## src/design/lrtf_pkg.sv

```systemverilog
// lrtf_pkg: shared types and constants of the longest-remaining-time-first scheduler
// holds field widths, the task record, the result record and the sequencer states
// no dependencies
`timescale 1ns / 1ps

package lrtf_pkg;

   localparam int ID_W        = 8;
   localparam int ARR_W       = 16;
   localparam int BURST_W     = 16;
   localparam int TIME_W      = 21;
   localparam int MAX_TASKS_D = 16;

   typedef struct packed {
      logic [ID_W-1:0]    task_id;
      logic [ARR_W-1:0]   arrival;
      logic [BURST_W-1:0] burst;
      logic [BURST_W-1:0] remain;
      logic [TIME_W-1:0]  comp;
   } rec_type;

   typedef struct packed {
      logic [ID_W-1:0]    task_id;
      logic [ARR_W-1:0]   arrival_time;
      logic [BURST_W-1:0] burst_length;
      logic               last_task;
   } load_type;

   typedef struct packed {
      logic [ID_W-1:0]   task_id_res;
      logic [TIME_W-1:0] completion_time;
      logic [TIME_W-1:0] turnaround_time;
      logic [TIME_W-1:0] waiting_time;
      logic              last_result;
   } res_type;

   typedef enum logic [2:0] {
      S_LOAD,
      S_INIT,
      S_PICK,
      S_APPLY,
      S_SORT,
      S_EMIT
   } state_type;

endpackage

```

## src/design/lrtf_if.sv

```systemverilog
// lrtf_req_if / lrtf_rsp_if: valid-ready channels of the scheduler
// depends on lrtf_pkg for field widths
`timescale 1ns / 1ps

interface lrtf_req_if;
   logic                        valid;
   logic                        ready;
   logic [lrtf_pkg::ID_W-1:0]    task_id;
   logic [lrtf_pkg::ARR_W-1:0]   arrival_time;
   logic [lrtf_pkg::BURST_W-1:0] burst_length;
   logic                        last_task;

   modport source (output valid, task_id, arrival_time, burst_length, last_task,
                   input ready);
   modport sink (input valid, task_id, arrival_time, burst_length, last_task,
                 output ready);
endinterface

interface lrtf_rsp_if;
   logic                        valid;
   logic                        ready;
   logic [lrtf_pkg::ID_W-1:0]   task_id_res;
   logic [lrtf_pkg::TIME_W-1:0] completion_time;
   logic [lrtf_pkg::TIME_W-1:0] turnaround_time;
   logic [lrtf_pkg::TIME_W-1:0] waiting_time;
   logic                        last_result;

   modport source (output valid, task_id_res, completion_time, turnaround_time,
                   waiting_time, last_result, input ready);
   modport sink (input valid, task_id_res, completion_time, turnaround_time,
                 waiting_time, last_result, output ready);
endinterface

```

## src/design/lrtf_mem.sv

```systemverilog
// lrtf_mem: task table, one write port and one registered read port
// depends on lrtf_pkg for the task record
`timescale 1ns / 1ps

module lrtf_mem #(
   parameter int DEPTH = lrtf_pkg::MAX_TASKS_D,
   parameter int IW    = 4
) (
   input  logic              clock,
   input  logic              wr_en,
   input  logic [IW-1:0]     wr_addr,
   input  lrtf_pkg::rec_type wr_data,
   input  logic [IW-1:0]     rd_addr,
   output lrtf_pkg::rec_type rd_data
);

   lrtf_pkg::rec_type mem [DEPTH];

   always_ff @(posedge clock) begin
      if (wr_en) begin
         mem[wr_addr] <= wr_data;
      end
   end

   always_ff @(posedge clock) begin
      rd_data <= mem[rd_addr];
   end

endmodule

```

## src/design/lrtf_core.sv

```systemverilog
// lrtf_core: load sequencer, slice-by-slice table scan and arrival-ordered result scan
// depends on lrtf_pkg and drives the lrtf_mem task table
`timescale 1ns / 1ps

module lrtf_core #(
   parameter int MAX_TASKS = lrtf_pkg::MAX_TASKS_D,
   parameter int IW        = 4,
   parameter int CW        = 5
) (
   input  logic               clock,
   input  logic               reset,
   input  logic               ld_valid,
   output logic               ld_ready,
   input  lrtf_pkg::load_type ld_item,
   output logic               res_valid,
   input  logic               res_ready,
   output lrtf_pkg::res_type  res_item,
   output logic               wr_en,
   output logic [IW-1:0]      wr_addr,
   output lrtf_pkg::rec_type  wr_data,
   output logic [IW-1:0]      rd_addr,
   input  lrtf_pkg::rec_type  rd_data
);

   localparam int TW = lrtf_pkg::TIME_W;
   localparam int AW = lrtf_pkg::ARR_W;

   lrtf_pkg::state_type state_ff, state_in;
   logic [CW-1:0]      loaded_ff, loaded_in;
   logic [CW-1:0]      rd_cnt_ff, rd_cnt_in;
   logic               rd_pend_ff, rd_pend_in;
   logic [IW-1:0]      rd_idx_ff, rd_idx_in;
   logic [CW-1:0]      left_ff, left_in;
   logic [TW-1:0]      time_ff, time_in;
   logic               found_ff, found_in;
   lrtf_pkg::rec_type  best_ff, best_in;
   logic [IW-1:0]      best_idx_ff, best_idx_in;
   logic [AW-1:0]      min_ff, min_in;
   logic [CW-1:0]      rank_ff, rank_in;
   logic [AW-1:0]      prev_arr_ff, prev_arr_in;
   logic [IW-1:0]      prev_idx_ff, prev_idx_in;

   logic              scan_st, issue, first, scan_last, found_prev, ld_fire, room;
   logic [CW-1:0]     n_m1, left_prev;
   logic [AW-1:0]     min_prev;
   logic [TW-1:0]     time_p1;
   lrtf_pkg::rec_type upd;

   assign n_m1      = loaded_ff - CW'(1);
   assign scan_st   = (state_ff == lrtf_pkg::S_INIT) || (state_ff == lrtf_pkg::S_PICK) ||
                      (state_ff == lrtf_pkg::S_SORT);
   assign issue     = scan_st && (rd_cnt_ff < loaded_ff);
   assign first     = (rd_idx_ff == '0);
   assign scan_last = scan_st && rd_pend_ff && (rd_idx_ff == n_m1[IW-1:0]);
   assign found_prev = first ? 1'b0 : found_ff;
   assign min_prev  = first ? '1 : min_ff;
   assign left_prev = first ? '0 : left_ff;
   assign time_p1   = time_ff + TW'(1);
   assign room      = (loaded_ff < CW'(MAX_TASKS));
   assign ld_ready  = (state_ff == lrtf_pkg::S_LOAD);
   assign ld_fire   = ld_valid && ld_ready;
   assign rd_addr   = rd_cnt_ff[IW-1:0];

   // next state
   always_comb begin
      state_in = state_ff;
      unique case (state_ff)
         lrtf_pkg::S_LOAD: begin
            if (ld_fire && (ld_item.last_task || !room)) begin
               state_in = lrtf_pkg::S_INIT;
            end
         end
         lrtf_pkg::S_INIT: begin
            if (scan_last) begin
               state_in = (left_in == '0) ? lrtf_pkg::S_SORT : lrtf_pkg::S_PICK;
            end
         end
         lrtf_pkg::S_PICK: begin
            if (scan_last) begin
               state_in = lrtf_pkg::S_APPLY;
            end
         end
         lrtf_pkg::S_APPLY: begin
            state_in = (left_in == '0) ? lrtf_pkg::S_SORT : lrtf_pkg::S_PICK;
         end
         lrtf_pkg::S_SORT: begin
            if (scan_last) begin
               state_in = lrtf_pkg::S_EMIT;
            end
         end
         lrtf_pkg::S_EMIT: begin
            if (res_ready) begin
               state_in = (rank_ff == n_m1) ? lrtf_pkg::S_LOAD : lrtf_pkg::S_SORT;
            end
         end
         default: state_in = lrtf_pkg::S_LOAD;
      endcase
   end

   // datapath and memory control
   always_comb begin
      loaded_in   = loaded_ff;
      rd_cnt_in   = scan_st ? (issue ? rd_cnt_ff + CW'(1) : rd_cnt_ff) : '0;
      rd_pend_in  = issue;
      rd_idx_in   = rd_cnt_ff[IW-1:0];
      left_in     = left_ff;
      time_in     = time_ff;
      found_in    = found_ff;
      best_in     = best_ff;
      best_idx_in = best_idx_ff;
      min_in      = min_ff;
      rank_in     = rank_ff;
      prev_arr_in = prev_arr_ff;
      prev_idx_in = prev_idx_ff;
      wr_en       = 1'b0;
      wr_addr     = rd_idx_ff;
      wr_data     = rd_data;
      upd         = best_ff;
      res_valid   = 1'b0;
      res_item.task_id_res     = best_ff.task_id;
      res_item.completion_time = best_ff.comp;
      res_item.turnaround_time = best_ff.comp - TW'(best_ff.arrival);
      res_item.waiting_time    = res_item.turnaround_time - TW'(best_ff.burst);
      res_item.last_result     = (rank_ff == n_m1);
      if (scan_last) begin
         rd_cnt_in = '0;
      end
      case (state_ff)
         lrtf_pkg::S_LOAD: begin
            rank_in = '0;
            if (ld_fire && room) begin
               wr_en           = 1'b1;
               wr_addr         = loaded_ff[IW-1:0];
               wr_data.task_id = ld_item.task_id;
               wr_data.arrival = ld_item.arrival_time;
               wr_data.burst   = ld_item.burst_length;
               wr_data.remain  = ld_item.burst_length;
               wr_data.comp    = '0;
               loaded_in       = loaded_ff + CW'(1);
            end
         end
         lrtf_pkg::S_INIT: begin
            if (rd_pend_ff) begin
               min_in  = (rd_data.arrival < min_prev) ? rd_data.arrival : min_prev;
               left_in = left_prev + CW'(rd_data.remain != '0);
               // a zero burst finishes on arrival
               if (rd_data.remain == '0) begin
                  wr_en        = 1'b1;
                  wr_data.comp = TW'(rd_data.arrival);
               end
               if (scan_last) begin
                  time_in = TW'(min_in);
               end
            end
         end
         lrtf_pkg::S_PICK: begin
            if (rd_pend_ff) begin
               found_in = found_prev;
               min_in   = min_prev;
               if (rd_data.remain != '0) begin
                  if (rd_data.arrival < min_prev) begin
                     min_in = rd_data.arrival;
                  end
                  if (TW'(rd_data.arrival) <= time_ff) begin
                     found_in = 1'b1;
                     if (!found_prev || (rd_data.remain > best_ff.remain) ||
                         ((rd_data.remain == best_ff.remain) &&
                          (rd_data.arrival < best_ff.arrival))) begin
                        best_in     = rd_data;
                        best_idx_in = rd_idx_ff;
                     end
                  end
               end
            end
         end
         lrtf_pkg::S_APPLY: begin
            if (found_ff) begin
               upd.remain = best_ff.remain - lrtf_pkg::BURST_W'(1);
               time_in    = time_p1;
               if (upd.remain == '0) begin
                  upd.comp = time_p1;
                  left_in  = left_ff - CW'(1);
               end
               wr_en   = 1'b1;
               wr_addr = best_idx_ff;
               wr_data = upd;
            end else begin
               // idle until the next unfinished arrival
               time_in = TW'(min_ff);
            end
         end
         lrtf_pkg::S_SORT: begin
            if (rd_pend_ff) begin
               found_in = found_prev;
               if ((rank_ff == '0) || (rd_data.arrival > prev_arr_ff) ||
                   ((rd_data.arrival == prev_arr_ff) && (rd_idx_ff > prev_idx_ff))) begin
                  found_in = 1'b1;
                  if (!found_prev || (rd_data.arrival < best_ff.arrival)) begin
                     best_in     = rd_data;
                     best_idx_in = rd_idx_ff;
                  end
               end
            end
         end
         lrtf_pkg::S_EMIT: begin
            res_valid = res_ready;
            if (res_ready) begin
               prev_arr_in = best_ff.arrival;
               prev_idx_in = best_idx_ff;
               rank_in     = rank_ff + CW'(1);
               if (rank_ff == n_m1) begin
                  loaded_in = '0;
               end
            end
         end
         default: begin
         end
      endcase
   end

   always_ff @(posedge clock) begin
      if (reset) begin
         state_ff   <= lrtf_pkg::S_LOAD;
         loaded_ff  <= '0;
         rd_cnt_ff  <= '0;
         rd_pend_ff <= 1'b0;
         time_ff    <= '0;
         rank_ff    <= '0;
      end else begin
         state_ff   <= state_in;
         loaded_ff  <= loaded_in;
         rd_cnt_ff  <= rd_cnt_in;
         rd_pend_ff <= rd_pend_in;
         time_ff    <= time_in;
         rank_ff    <= rank_in;
      end
   end

   always_ff @(posedge clock) begin
      rd_idx_ff   <= rd_idx_in;
      left_ff     <= left_in;
      found_ff    <= found_in;
      best_ff     <= best_in;
      best_idx_ff <= best_idx_in;
      min_ff      <= min_in;
      prev_arr_ff <= prev_arr_in;
      prev_idx_ff <= prev_idx_in;
   end

endmodule

```

## src/design/longest_remaining_time_first_sched.sv

```systemverilog
// longest_remaining_time_first_sched: preemptive longest-remaining-time-first scheduler
// depends on lrtf_pkg, lrtf_if, lrtf_mem and lrtf_core
//
// req_bus carries one task per item: id, arrival, burst and a last flag. Tasks
// are stored one a cycle. The item flagged last, or any item that arrives while
// MAX_TASKS tasks are stored (that item is dropped), starts the run.
// The run walks the task table once to find the start time, then once per time
// slice to pick the task with the most time left, or to jump to the next
// arrival when nothing is ready. Slice count equals the sum of bursts.
// Results then leave on rsp_bus in arrival order, ties in load order, one per
// task after a table scan each; last_result marks the final one.
// req_bus.ready is high only while tasks are being loaded.
// A result sits in an output register until rsp_bus.ready takes it; the block
// waits with the next result while the receiver stalls.
// reset empties the table count, zeroes the time and returns to loading;
// the table itself needs no clearing.
`timescale 1ns / 1ps

module longest_remaining_time_first_sched #(
   parameter int MAX_TASKS = lrtf_pkg::MAX_TASKS_D
) (
   input logic        clock,
   input logic        reset,
   lrtf_req_if.sink   req_bus,
   lrtf_rsp_if.source rsp_bus
);

   localparam int IW = (MAX_TASKS > 1) ? $clog2(MAX_TASKS) : 1;
   localparam int CW = $clog2(MAX_TASKS + 1);

   lrtf_pkg::load_type ld_item;
   lrtf_pkg::res_type  res_item, rsp_ff, rsp_in;
   lrtf_pkg::rec_type  wr_data, rd_data;
   logic               res_valid, res_ready, ld_ready, wr_en;
   logic               rsp_valid_ff, rsp_valid_in;
   logic [IW-1:0]      wr_addr, rd_addr;

   assign ld_item.task_id      = req_bus.task_id;
   assign ld_item.arrival_time = req_bus.arrival_time;
   assign ld_item.burst_length = req_bus.burst_length;
   assign ld_item.last_task    = req_bus.last_task;
   assign req_bus.ready        = ld_ready;

   lrtf_core #(
      .MAX_TASKS (MAX_TASKS),
      .IW        (IW),
      .CW        (CW)
   ) u_core (
      .clock     (clock),
      .reset     (reset),
      .ld_valid  (req_bus.valid),
      .ld_ready  (ld_ready),
      .ld_item   (ld_item),
      .res_valid (res_valid),
      .res_ready (res_ready),
      .res_item  (res_item),
      .wr_en     (wr_en),
      .wr_addr   (wr_addr),
      .wr_data   (wr_data),
      .rd_addr   (rd_addr),
      .rd_data   (rd_data)
   );

   lrtf_mem #(
      .DEPTH (MAX_TASKS),
      .IW    (IW)
   ) u_mem (
      .clock   (clock),
      .wr_en   (wr_en),
      .wr_addr (wr_addr),
      .wr_data (wr_data),
      .rd_addr (rd_addr),
      .rd_data (rd_data)
   );

   // output register
   assign res_ready = !rsp_valid_ff || rsp_bus.ready;

   always_comb begin
      rsp_valid_in = rsp_valid_ff;
      rsp_in       = rsp_ff;
      if (res_valid) begin
         rsp_valid_in = 1'b1;
         rsp_in       = res_item;
      end else if (rsp_bus.ready) begin
         rsp_valid_in = 1'b0;
      end
   end

   always_ff @(posedge clock) begin
      if (reset) begin
         rsp_valid_ff <= 1'b0;
      end else begin
         rsp_valid_ff <= rsp_valid_in;
      end
   end

   always_ff @(posedge clock) begin
      rsp_ff <= rsp_in;
   end

   assign rsp_bus.valid           = rsp_valid_ff;
   assign rsp_bus.task_id_res     = rsp_ff.task_id_res;
   assign rsp_bus.completion_time = rsp_ff.completion_time;
   assign rsp_bus.turnaround_time = rsp_ff.turnaround_time;
   assign rsp_bus.waiting_time    = rsp_ff.waiting_time;
   assign rsp_bus.last_result     = rsp_ff.last_result;

   a_res_room: assert property (@(posedge clock) disable iff (reset)
      res_valid |-> res_ready)
      else $error("result produced while output register is held");

   a_reset_load: assert property (@(posedge clock)
      $past(reset) |-> req_bus.ready)
      else $error("not loading after reset");

   a_last_reload: assert property (@(posedge clock) disable iff (reset)
      (res_valid && res_item.last_result) |=> req_bus.ready)
      else $error("no return to loading after final result");

endmodule
```

## src/flat_wrapper.sv

```systemverilog
// flat-port wrapper written by rule: the top's interface ports become plain ports
module longest_remaining_time_first_sched_flat 
#(
   parameter int MAX_TASKS = lrtf_pkg::MAX_TASKS_D
)
  (clock, reset, req_bus_valid, req_bus_task_id, req_bus_arrival_time, req_bus_burst_length, req_bus_last_task, req_bus_ready, rsp_bus_valid, rsp_bus_task_id_res, rsp_bus_completion_time, rsp_bus_turnaround_time, rsp_bus_waiting_time, rsp_bus_last_result, rsp_bus_ready);
  lrtf_req_if req_bus_i ();
  lrtf_rsp_if rsp_bus_i ();
  input logic clock;
  input logic reset;
  input wire logic [$bits(req_bus_i.valid)-1:0] req_bus_valid;
  input wire logic [$bits(req_bus_i.task_id)-1:0] req_bus_task_id;
  input wire logic [$bits(req_bus_i.arrival_time)-1:0] req_bus_arrival_time;
  input wire logic [$bits(req_bus_i.burst_length)-1:0] req_bus_burst_length;
  input wire logic [$bits(req_bus_i.last_task)-1:0] req_bus_last_task;
  output wire logic [$bits(req_bus_i.ready)-1:0] req_bus_ready;
  output wire logic [$bits(rsp_bus_i.valid)-1:0] rsp_bus_valid;
  output wire logic [$bits(rsp_bus_i.task_id_res)-1:0] rsp_bus_task_id_res;
  output wire logic [$bits(rsp_bus_i.completion_time)-1:0] rsp_bus_completion_time;
  output wire logic [$bits(rsp_bus_i.turnaround_time)-1:0] rsp_bus_turnaround_time;
  output wire logic [$bits(rsp_bus_i.waiting_time)-1:0] rsp_bus_waiting_time;
  output wire logic [$bits(rsp_bus_i.last_result)-1:0] rsp_bus_last_result;
  input wire logic [$bits(rsp_bus_i.ready)-1:0] rsp_bus_ready;
  assign req_bus_i.valid = req_bus_valid;
  assign req_bus_i.task_id = req_bus_task_id;
  assign req_bus_i.arrival_time = req_bus_arrival_time;
  assign req_bus_i.burst_length = req_bus_burst_length;
  assign req_bus_i.last_task = req_bus_last_task;
  assign req_bus_ready = req_bus_i.ready;
  assign rsp_bus_valid = rsp_bus_i.valid;
  assign rsp_bus_task_id_res = rsp_bus_i.task_id_res;
  assign rsp_bus_completion_time = rsp_bus_i.completion_time;
  assign rsp_bus_turnaround_time = rsp_bus_i.turnaround_time;
  assign rsp_bus_waiting_time = rsp_bus_i.waiting_time;
  assign rsp_bus_last_result = rsp_bus_i.last_result;
  assign rsp_bus_i.ready = rsp_bus_ready;
  longest_remaining_time_first_sched #(.MAX_TASKS(MAX_TASKS)) u_core (.clock(clock), .reset(reset), .req_bus(req_bus_i), .rsp_bus(rsp_bus_i));
endmodule
```

## config.mk

```make
export PLATFORM = sky130hd
export DESIGN_NAME = longest_remaining_time_first_sched_flat
export DESIGN_NICKNAME = d
export VERILOG_FILES = /design/src/design/lrtf_pkg.sv /design/src/design/lrtf_if.sv /design/src/design/lrtf_mem.sv /design/src/design/lrtf_core.sv /design/src/design/longest_remaining_time_first_sched.sv /design/src/flat_wrapper.sv
export SDC_FILE = /design/constraint.sdc
export NUM_CORES = 2
export LEC_CHECK = 0
export ABC_AREA = 1
export BUFFER_PORTS_ARGS = -buffer_cell sky130_fd_sc_hd__buf_2
export CAP_MARGIN = 20
export CORE_AREA = 2 2 404 406
export DETAILED_ROUTE_END_ITERATION = 6
export DIE_AREA = 0 0 406 408
export GPL_TIMING_DRIVEN = 0
export PLACE_DENSITY_LB_ADDON = 0.05
export SETUP_SLACK_MARGIN = 0.1
export SLEW_MARGIN = 20
export SYNTH_ARGS = -nofsm -noshare
export SYNTH_HDL_FRONTEND = slang
export SYNTH_SLANG_ARGS = --single-unit
```

## constraint.sdc

```tcl
create_clock -name clock -period 6.5 [get_ports clock]
set_clock_uncertainty 0.15 [all_clocks]
set_input_delay 0.325 -clock clock [delete_from_list [all_inputs] [get_ports clock]]
set_output_delay 0.325 -clock clock [all_outputs]
set_load 0.03 [all_outputs]
```

After elaboration in Yosys (flattened, before gate mapping):

Memories as Yosys holds them, arrays and structs flattened. A register that Yosys moved wholly into a read port is not among the register bits.
Index checks and enable logic that the tools add are counted.

* register bits: 240
* RAM bits: 1232
* output and inout port bits: 74
* memories kept: 1

Memories
* u_core.u_mem.mem: depth 16, bits a word 77, rd ports 1, clocked after memory_dff 1, write ports 1, RTL line lrtf_mem.sv:17 `lrtf_pkg::rec_type mem [DEPTH];`

* add/subtract/negate cells: 10
* magnitude comparators: 8
* equality and inequality tests: 24
* muxes and demuxes: 72
* bitwise logic cells: 1
* reduce and logical (&&, ||, !) cells: 41

Operator list (count)
* two-way mux 77 bit: 9
* case mux 77 bit (2 select lines): 1
* two-way mux 21 bit: 6
* case mux 56 bit (2 select lines): 1
* two-way mux 16 bit: 5
* case mux 21 bit (3 select lines): 1
* case mux 21 bit (2 select lines): 1
* subtractor 21 x 16 -> 21 bit: 2
* two-way mux 5 bit: 8
* two-way mux 4 bit: 9
* == test 16 bit: 2
* greater-than comparator 16 bit: 2
* zero test 16 bit: 2
* < comparator 16 bit: 2
* case mux 16 bit (2 select lines): 1
* case mux 5 bit (2 select lines): 3
* adder 21 x 1 -> 21 bit, second input constant: 1
* <= comparator 16 x 21 -> 1 bit: 1
* two-way mux 3 bit: 7
* case mux 3 bit (6 select lines): 1
* inequality test 2 bit, second input constant: 8
* case mux 4 bit (2 select lines): 2
* nonzero test 16 bit: 1
* subtractor 16 x 1 -> 16 bit, second input constant: 1
* other kinds (29): 79

Longest topological paths before layout:

* depth in word-level cells: 10
* depth in mapped cells: 23

Cells and area by module:

From an unflattened synthesis, not the netlist that was laid out.

* cell total of the unflattened synthesis: 6884
* area, all modules: 69813.2 sq um

Modules (own cells, without submodules)
* lrtf_mem: times used 1, cells an instance 5060, area each 54172.0 sq um, seq. area each 38537.0 sq um
* lrtf_core: times used 1, cells an instance 1747, area each 13436.6 sq um, seq. area each 4524.3 sq um
* longest_remaining_time_first_sched: times used 1, cells an instance 77, area each 2204.6 sq um, seq. area each 2182.1 sq um

Worst setup path after synthesis:

OpenSTA, ideal clock, no wires.

* path kind: register to register
* from: reg u_core.u_core.state_ff[0]
* to: mem u_core.u_mem.mem[0][0] in the netlist's numbering, enable pin
* arrival: 5.419 ns
* required time: 5.837 ns
* path slack: 0.418 ns
* stages on the path, launching flop included: 10
* path buffers: 0
* clock period less this slack: 6.082 ns
* path through: dfxtp_1 nor2_1 inv_1 nor2_1 nand2_1 nand2_1 inv_2 a221oi_1 nand3_1 nor2_1

* word-level cells in the longest chain between the ends: 7
* elaborated cells between the ends (all ways): 11
* classes of those cells: 2 x eq/ne; 6 x mux; 3 x reduce/logical

RTL lines
* start: declaration: RTL line lrtf_core.sv:28 `lrtf_pkg::state_type state_ff, state_in;`
* start signal: assignment: RTL line lrtf_core.sv:223 `state_ff <= lrtf_pkg::S_LOAD;`
* start signal: assignment: RTL line lrtf_core.sv:230 `state_ff <= state_in;`
* zero test 3 bit (*): RTL line lrtf_core.sv:60 `assign ld_ready = (state_ff == lrtf_pkg::S_LOAD);`
* net req_bus_ready: RTL line flat_wrapper.sv:16 `output wire logic [$bits(req_bus_i.ready)-1:0] req_bus_ready;`
* logical AND 1 bit: RTL line lrtf_core.sv:61 `assign ld_fire = ld_valid && ld_ready;`
* logical AND 1 bit: RTL line lrtf_core.sv:131 `if (ld_fire && room) begin`
* two-way mux 1 bit: RTL line lrtf_core.sv:131
* case mux 1 bit (3 select lines): RTL line lrtf_core.sv:128 `case (state_ff)`
* two-way mux 1 bit: RTL line lrtf_mem.sv:20 `if (wr_en) begin`
* two-way mux 1 bit (implied by the code): RTL line lrtf_mem.sv:21 `mem[wr_addr] <= wr_data;`
* end: declaration: RTL line lrtf_mem.sv:17

The timed path passes the listed nets; every way through them passes the cells marked *.

Worst setup path after layout:

* from: reg u_core.u_core.state_ff[0]
* to: mem u_core.u_mem.mem[0][75] in the netlist's numbering, enable pin

* word-level cells in the longest chain between the ends: 7
* elaborated cells between the ends (all ways): 11
* classes of those cells: 2 x eq/ne; 6 x mux; 3 x reduce/logical

RTL lines (RTL line)
* zero test 3 bit: lrtf_core.sv:60, lrtf_core.sv:128
* logical AND 1 bit: lrtf_core.sv:61
* logical AND 1 bit: lrtf_core.sv:131
* two-way mux 1 bit: lrtf_core.sv:131
* case mux 1 bit (3 select lines): lrtf_core.sv:128
* two-way mux 1 bit: lrtf_mem.sv:20
* two-way mux 1 bit (implied by the code): lrtf_mem.sv:21

Several ways; a longest one is shown, not always the timed one.

==> results.cfg <==
[synth]
syn-cell-area_mm2 = 0.06421
synth_seq_area_share_pct = 70.46
yosysUniqueCellTypes = 54
syn_nets = 5438
async_flop_share_pct = 0
yosys_warnings = 0
yosysTopAreaCellShare_pct = 66.50
synth_ff_type = edfxtp_1
synth_area_leaders = edfxtp_1 (67%), o21ai_0 (5.6%), nor2_1 (4.6%), dfxtp_1 (4.0%), nand2_1 (3.0%)
synth_edf_count = 1422
synth-seq-cells = 1549
synthesis.instances = 5262
avgSynthCellArea_um2 = 12.20
synth_area_leader_cell = edfxtp_1

[pwr]
p_per_area_mw_per_mm2 = 420.4
p_leak_nw = 26.24
p_total_mw = 32.04
peakVddDrop_mv = 0.2916

[drt]
vias_per_cell = 5.634
drt_iter0_markers = 5139
drc = 0
wl_per_cell_um = 28.78
postRouteAntennaNets = 0
dr.pass1.iters = 5
vias = 45300
drt_wl_total_um = 231400

[worst_setup_path]
path_cells = inv_1 > nor2_4 > inv_2 > nor2_4 > inv_2 > nor2_2 > inv_2 > nand2_1 > inv_2 > a221oi_1 > nand2_1 > nor2_4 > buf_12 > buf_12 > buf_16
path_max_fanout = 18
start_kind = flip-flop
cp.required_ns = 6.87
critical_path.top_delay_family = simple AND/OR/NAND/NOR gates
end_kind = flip-flop
critPathSlowestCell = a221oi_1
path_class = flip-flop to flip-flop
cp_num_buf_inv = 8
worstPathArrival_ns = 5.49
crit_top_cell = inv_2
slowest_delay_ns = 0.75

[global_route]
grt_pass1_vias = 42910
grt_pass1_wl_um = 325200
antenna_found_initial = 9
gr-total-overflow = 0
grt_max_degree = 26
grt_util_all_layers_pct = 27.64

[placement]
preCtsSetupSlack_ns = 1.468
routabilityCongestion = 0.9278
portBuffers = 118
place_hpwl_um = 167300

[timing]
max_slew_margin_pct = 19.81
max_freq_ghz = 0.1953
finalSetupViolCount = 0
hold_ws_ns = 0.04713
rsz0062_at_grt = false
setup_ws_ns = 1.378
slew_violations = 0
timing.final.crit_share_pct = 78.79
period_minus_slack_ns = 5.122
worstMarginPinSlew_ns = 1.203
hold_violations = 0

[clock_tree]
path_clk_slew_ns = 0.06
clockBufferDepth = 3
clock_latency_ns = 0.83
htree_levels = 4
root_buffer = clkbuf_16
numCtsBuffers = 170
post_cts_buffers = 0
cts_tree = yes
cts_sinks = 1549

[die]
core_mm2 = 0.1617
start_util_pct = 39.72
rows = 148
die_area_mm2 = 0.1656
dieHeight_um = 408
die_width_um = 406
io_pins = 119

[final_layout]
fillCellCount = 14700
nets = 5891
area_delta_synth_final_pct = 18.68
drive_gt1_share_pct = 11.11

[job]
drv_cap = 0

[outcome]
status = completed

[hold_path]
hold_class = primary input to flip-flop
## where the power goes
group	switching, mW	leakage [nW]	internal (mW)
sequential	0.691	13.9	13.6
clock	4.11	2.72	5.62
combinational	5.99	9.58	2.04
total	10.8	26.2	21.2
## path summary, 6_finish.rpt
path	from	endpoint	slack, ns	cells after the start
setup / recovery	u_core.u_core.state_ff[0]	u_core.u_mem.mem[0][75]	1.38	15
hold / removal	req_bus_arrival_time[3]	u_core.u_mem.mem[10][56]	0.05	3
setup reg to reg	u_core.u_core.state_ff[0]	u_core.u_mem.mem[0][75]	1.38	15
hold reg to reg	u_core.u_mem.rd_data[48]	u_core.u_core.best_ff[48]	0.29	0
## repair_timing
action / CTS / global route
setup endpoints to repair: 0 / 0
endpoints found under the hold margin: 82 / 0
resized for setup: 0 / 0
hold buffers: 17 / 0
## state kept, by name (all words and copies together), names as in the netlist, 8 cells and up
name / flops
u_core.u_core.time_ff: 21
u_core.u_mem.mem: 1232
u_core.rsp_bus.waiting_time: 21
u_core.rsp_bus.completion_time: 21
u_core.u_core.min_ff: 16
u_core.u_mem.rd_data: 77
u_core.rsp_bus.task_id_res: 8
u_core.rsp_bus.turnaround_time: 21
u_core.u_core.res_item: 29
u_core.u_core.prev_arr_ff: 16
u_core.u_core.best_ff: 48
## layout make-up
cell class	count	area, um^2	area share (%)
multi-input cells	3184	17310	22.71
plain buffers	297	1164	1.527
clock inverters	90	897.1	1.177
inverters	232	870.8	1.143
flip-flops and latches	1549	45240	59.37
repair buffers	281	3321	4.358
diodes	4	10.01	0.01313
clock buffers	229	4671	6.129
well taps	2175	2721	3.571
## cells in the mapped netlist, types with 4 or more instances
master,number
a211oi_1,6
a21oi_1,147
a221oi_1,32
a2bb2oi_1,4
buf_1,14
buf_2,10
clkbuf_1,271
clkinv_1,4
dfxtp_1,127
edfxtp_1,1422
ha_1,129
inv_1,216
inv_2,12
nand2_1,515
nand2_2,9
nand3_1,213
nand3_2,5
nand4_1,24
nor2_1,794
nor2_2,8
nor2_4,8
nor3_1,26
nor3_2,5
nor3b_1,4
nor4_1,4
o211ai_1,68
o21a_1,7
o21ai_0,718
o21ai_1,37
o221ai_1,151
o22ai_1,176
o31ai_1,4
xnor2_1,15
xor2_1,49
## placed cells by master (no fill, tap or decap), drive strengths merged, types with 17 or more instances in the layout
cell / n
nand3: 218
nor3: 31
xor2: 49
edfxtp: 1422
ha: 129
o21ai: 755
dfxtp: 127
clkinv: 68
inv: 236
buf: 288
clkbuf: 502
nor2: 811
o211ai: 69
o22ai: 176
o221ai: 151
dlygate4sd3: 17
nand4: 24
nand2: 526
a221oi: 32
a21oi: 148
## stage by stage
| step | util, % | instance area, um^2 | setup TNS (ns) | instances |
|---|---|---|---|---|
| CTS | 47.11 | 76160 | 0 | 8035 |
| global route | 47.13 | 76200 | 0 | 8037 |
| finish | 47.14 | 76210 | 0 | 8041 |
| global placement | 41.77 | 67520 | -5513.06 | 7555 |
| floorplan | - | 64210 | 0 | 5262 |
| detailed placement | 43.56 | 70420 | 0 | 7699 |
## cells by family after synthesis
| group | after synthesis | share of synthesized area (%) |
|---|---|---|
| and+or+nand+nor | 1624 | 10.48 |
| DFF | 1549 | 70.46 |
| AOI/OAI and AO/OA | 1365 | 12.48 |
| buffers and inverters | 529 | 3.129 |
| adders and majority gates | 131 | 2.576 |
| xor gates and xnor gates | 64 | 0.8730 |
## worst reg2reg max path: stages (launching register included)
cell and delay (ns):
dfxtp_1 0.35, inv_1 0.10, nor2_4 0.14, inv_2 0.08
nor2_4 0.36, inv_2 0.19, nor2_2 0.27, inv_2 0.10
nand2_1 0.37, inv_2 0.14, a221oi_1 0.75, nand2_1 0.45
nor2_4 0.70, buf_12 0.27, buf_12 0.20, buf_16 0.19
## layer usage
metal	up-vias	share of wire (%)	global-route usage (%)
met5	-	0	0
met4	0	4.0	10.33
met3	335	7.3	4.222
met2	1832	45	42.27
met1	22800	44	39.74
li1	20340	-	-
(Power assumes the default switching activity.)
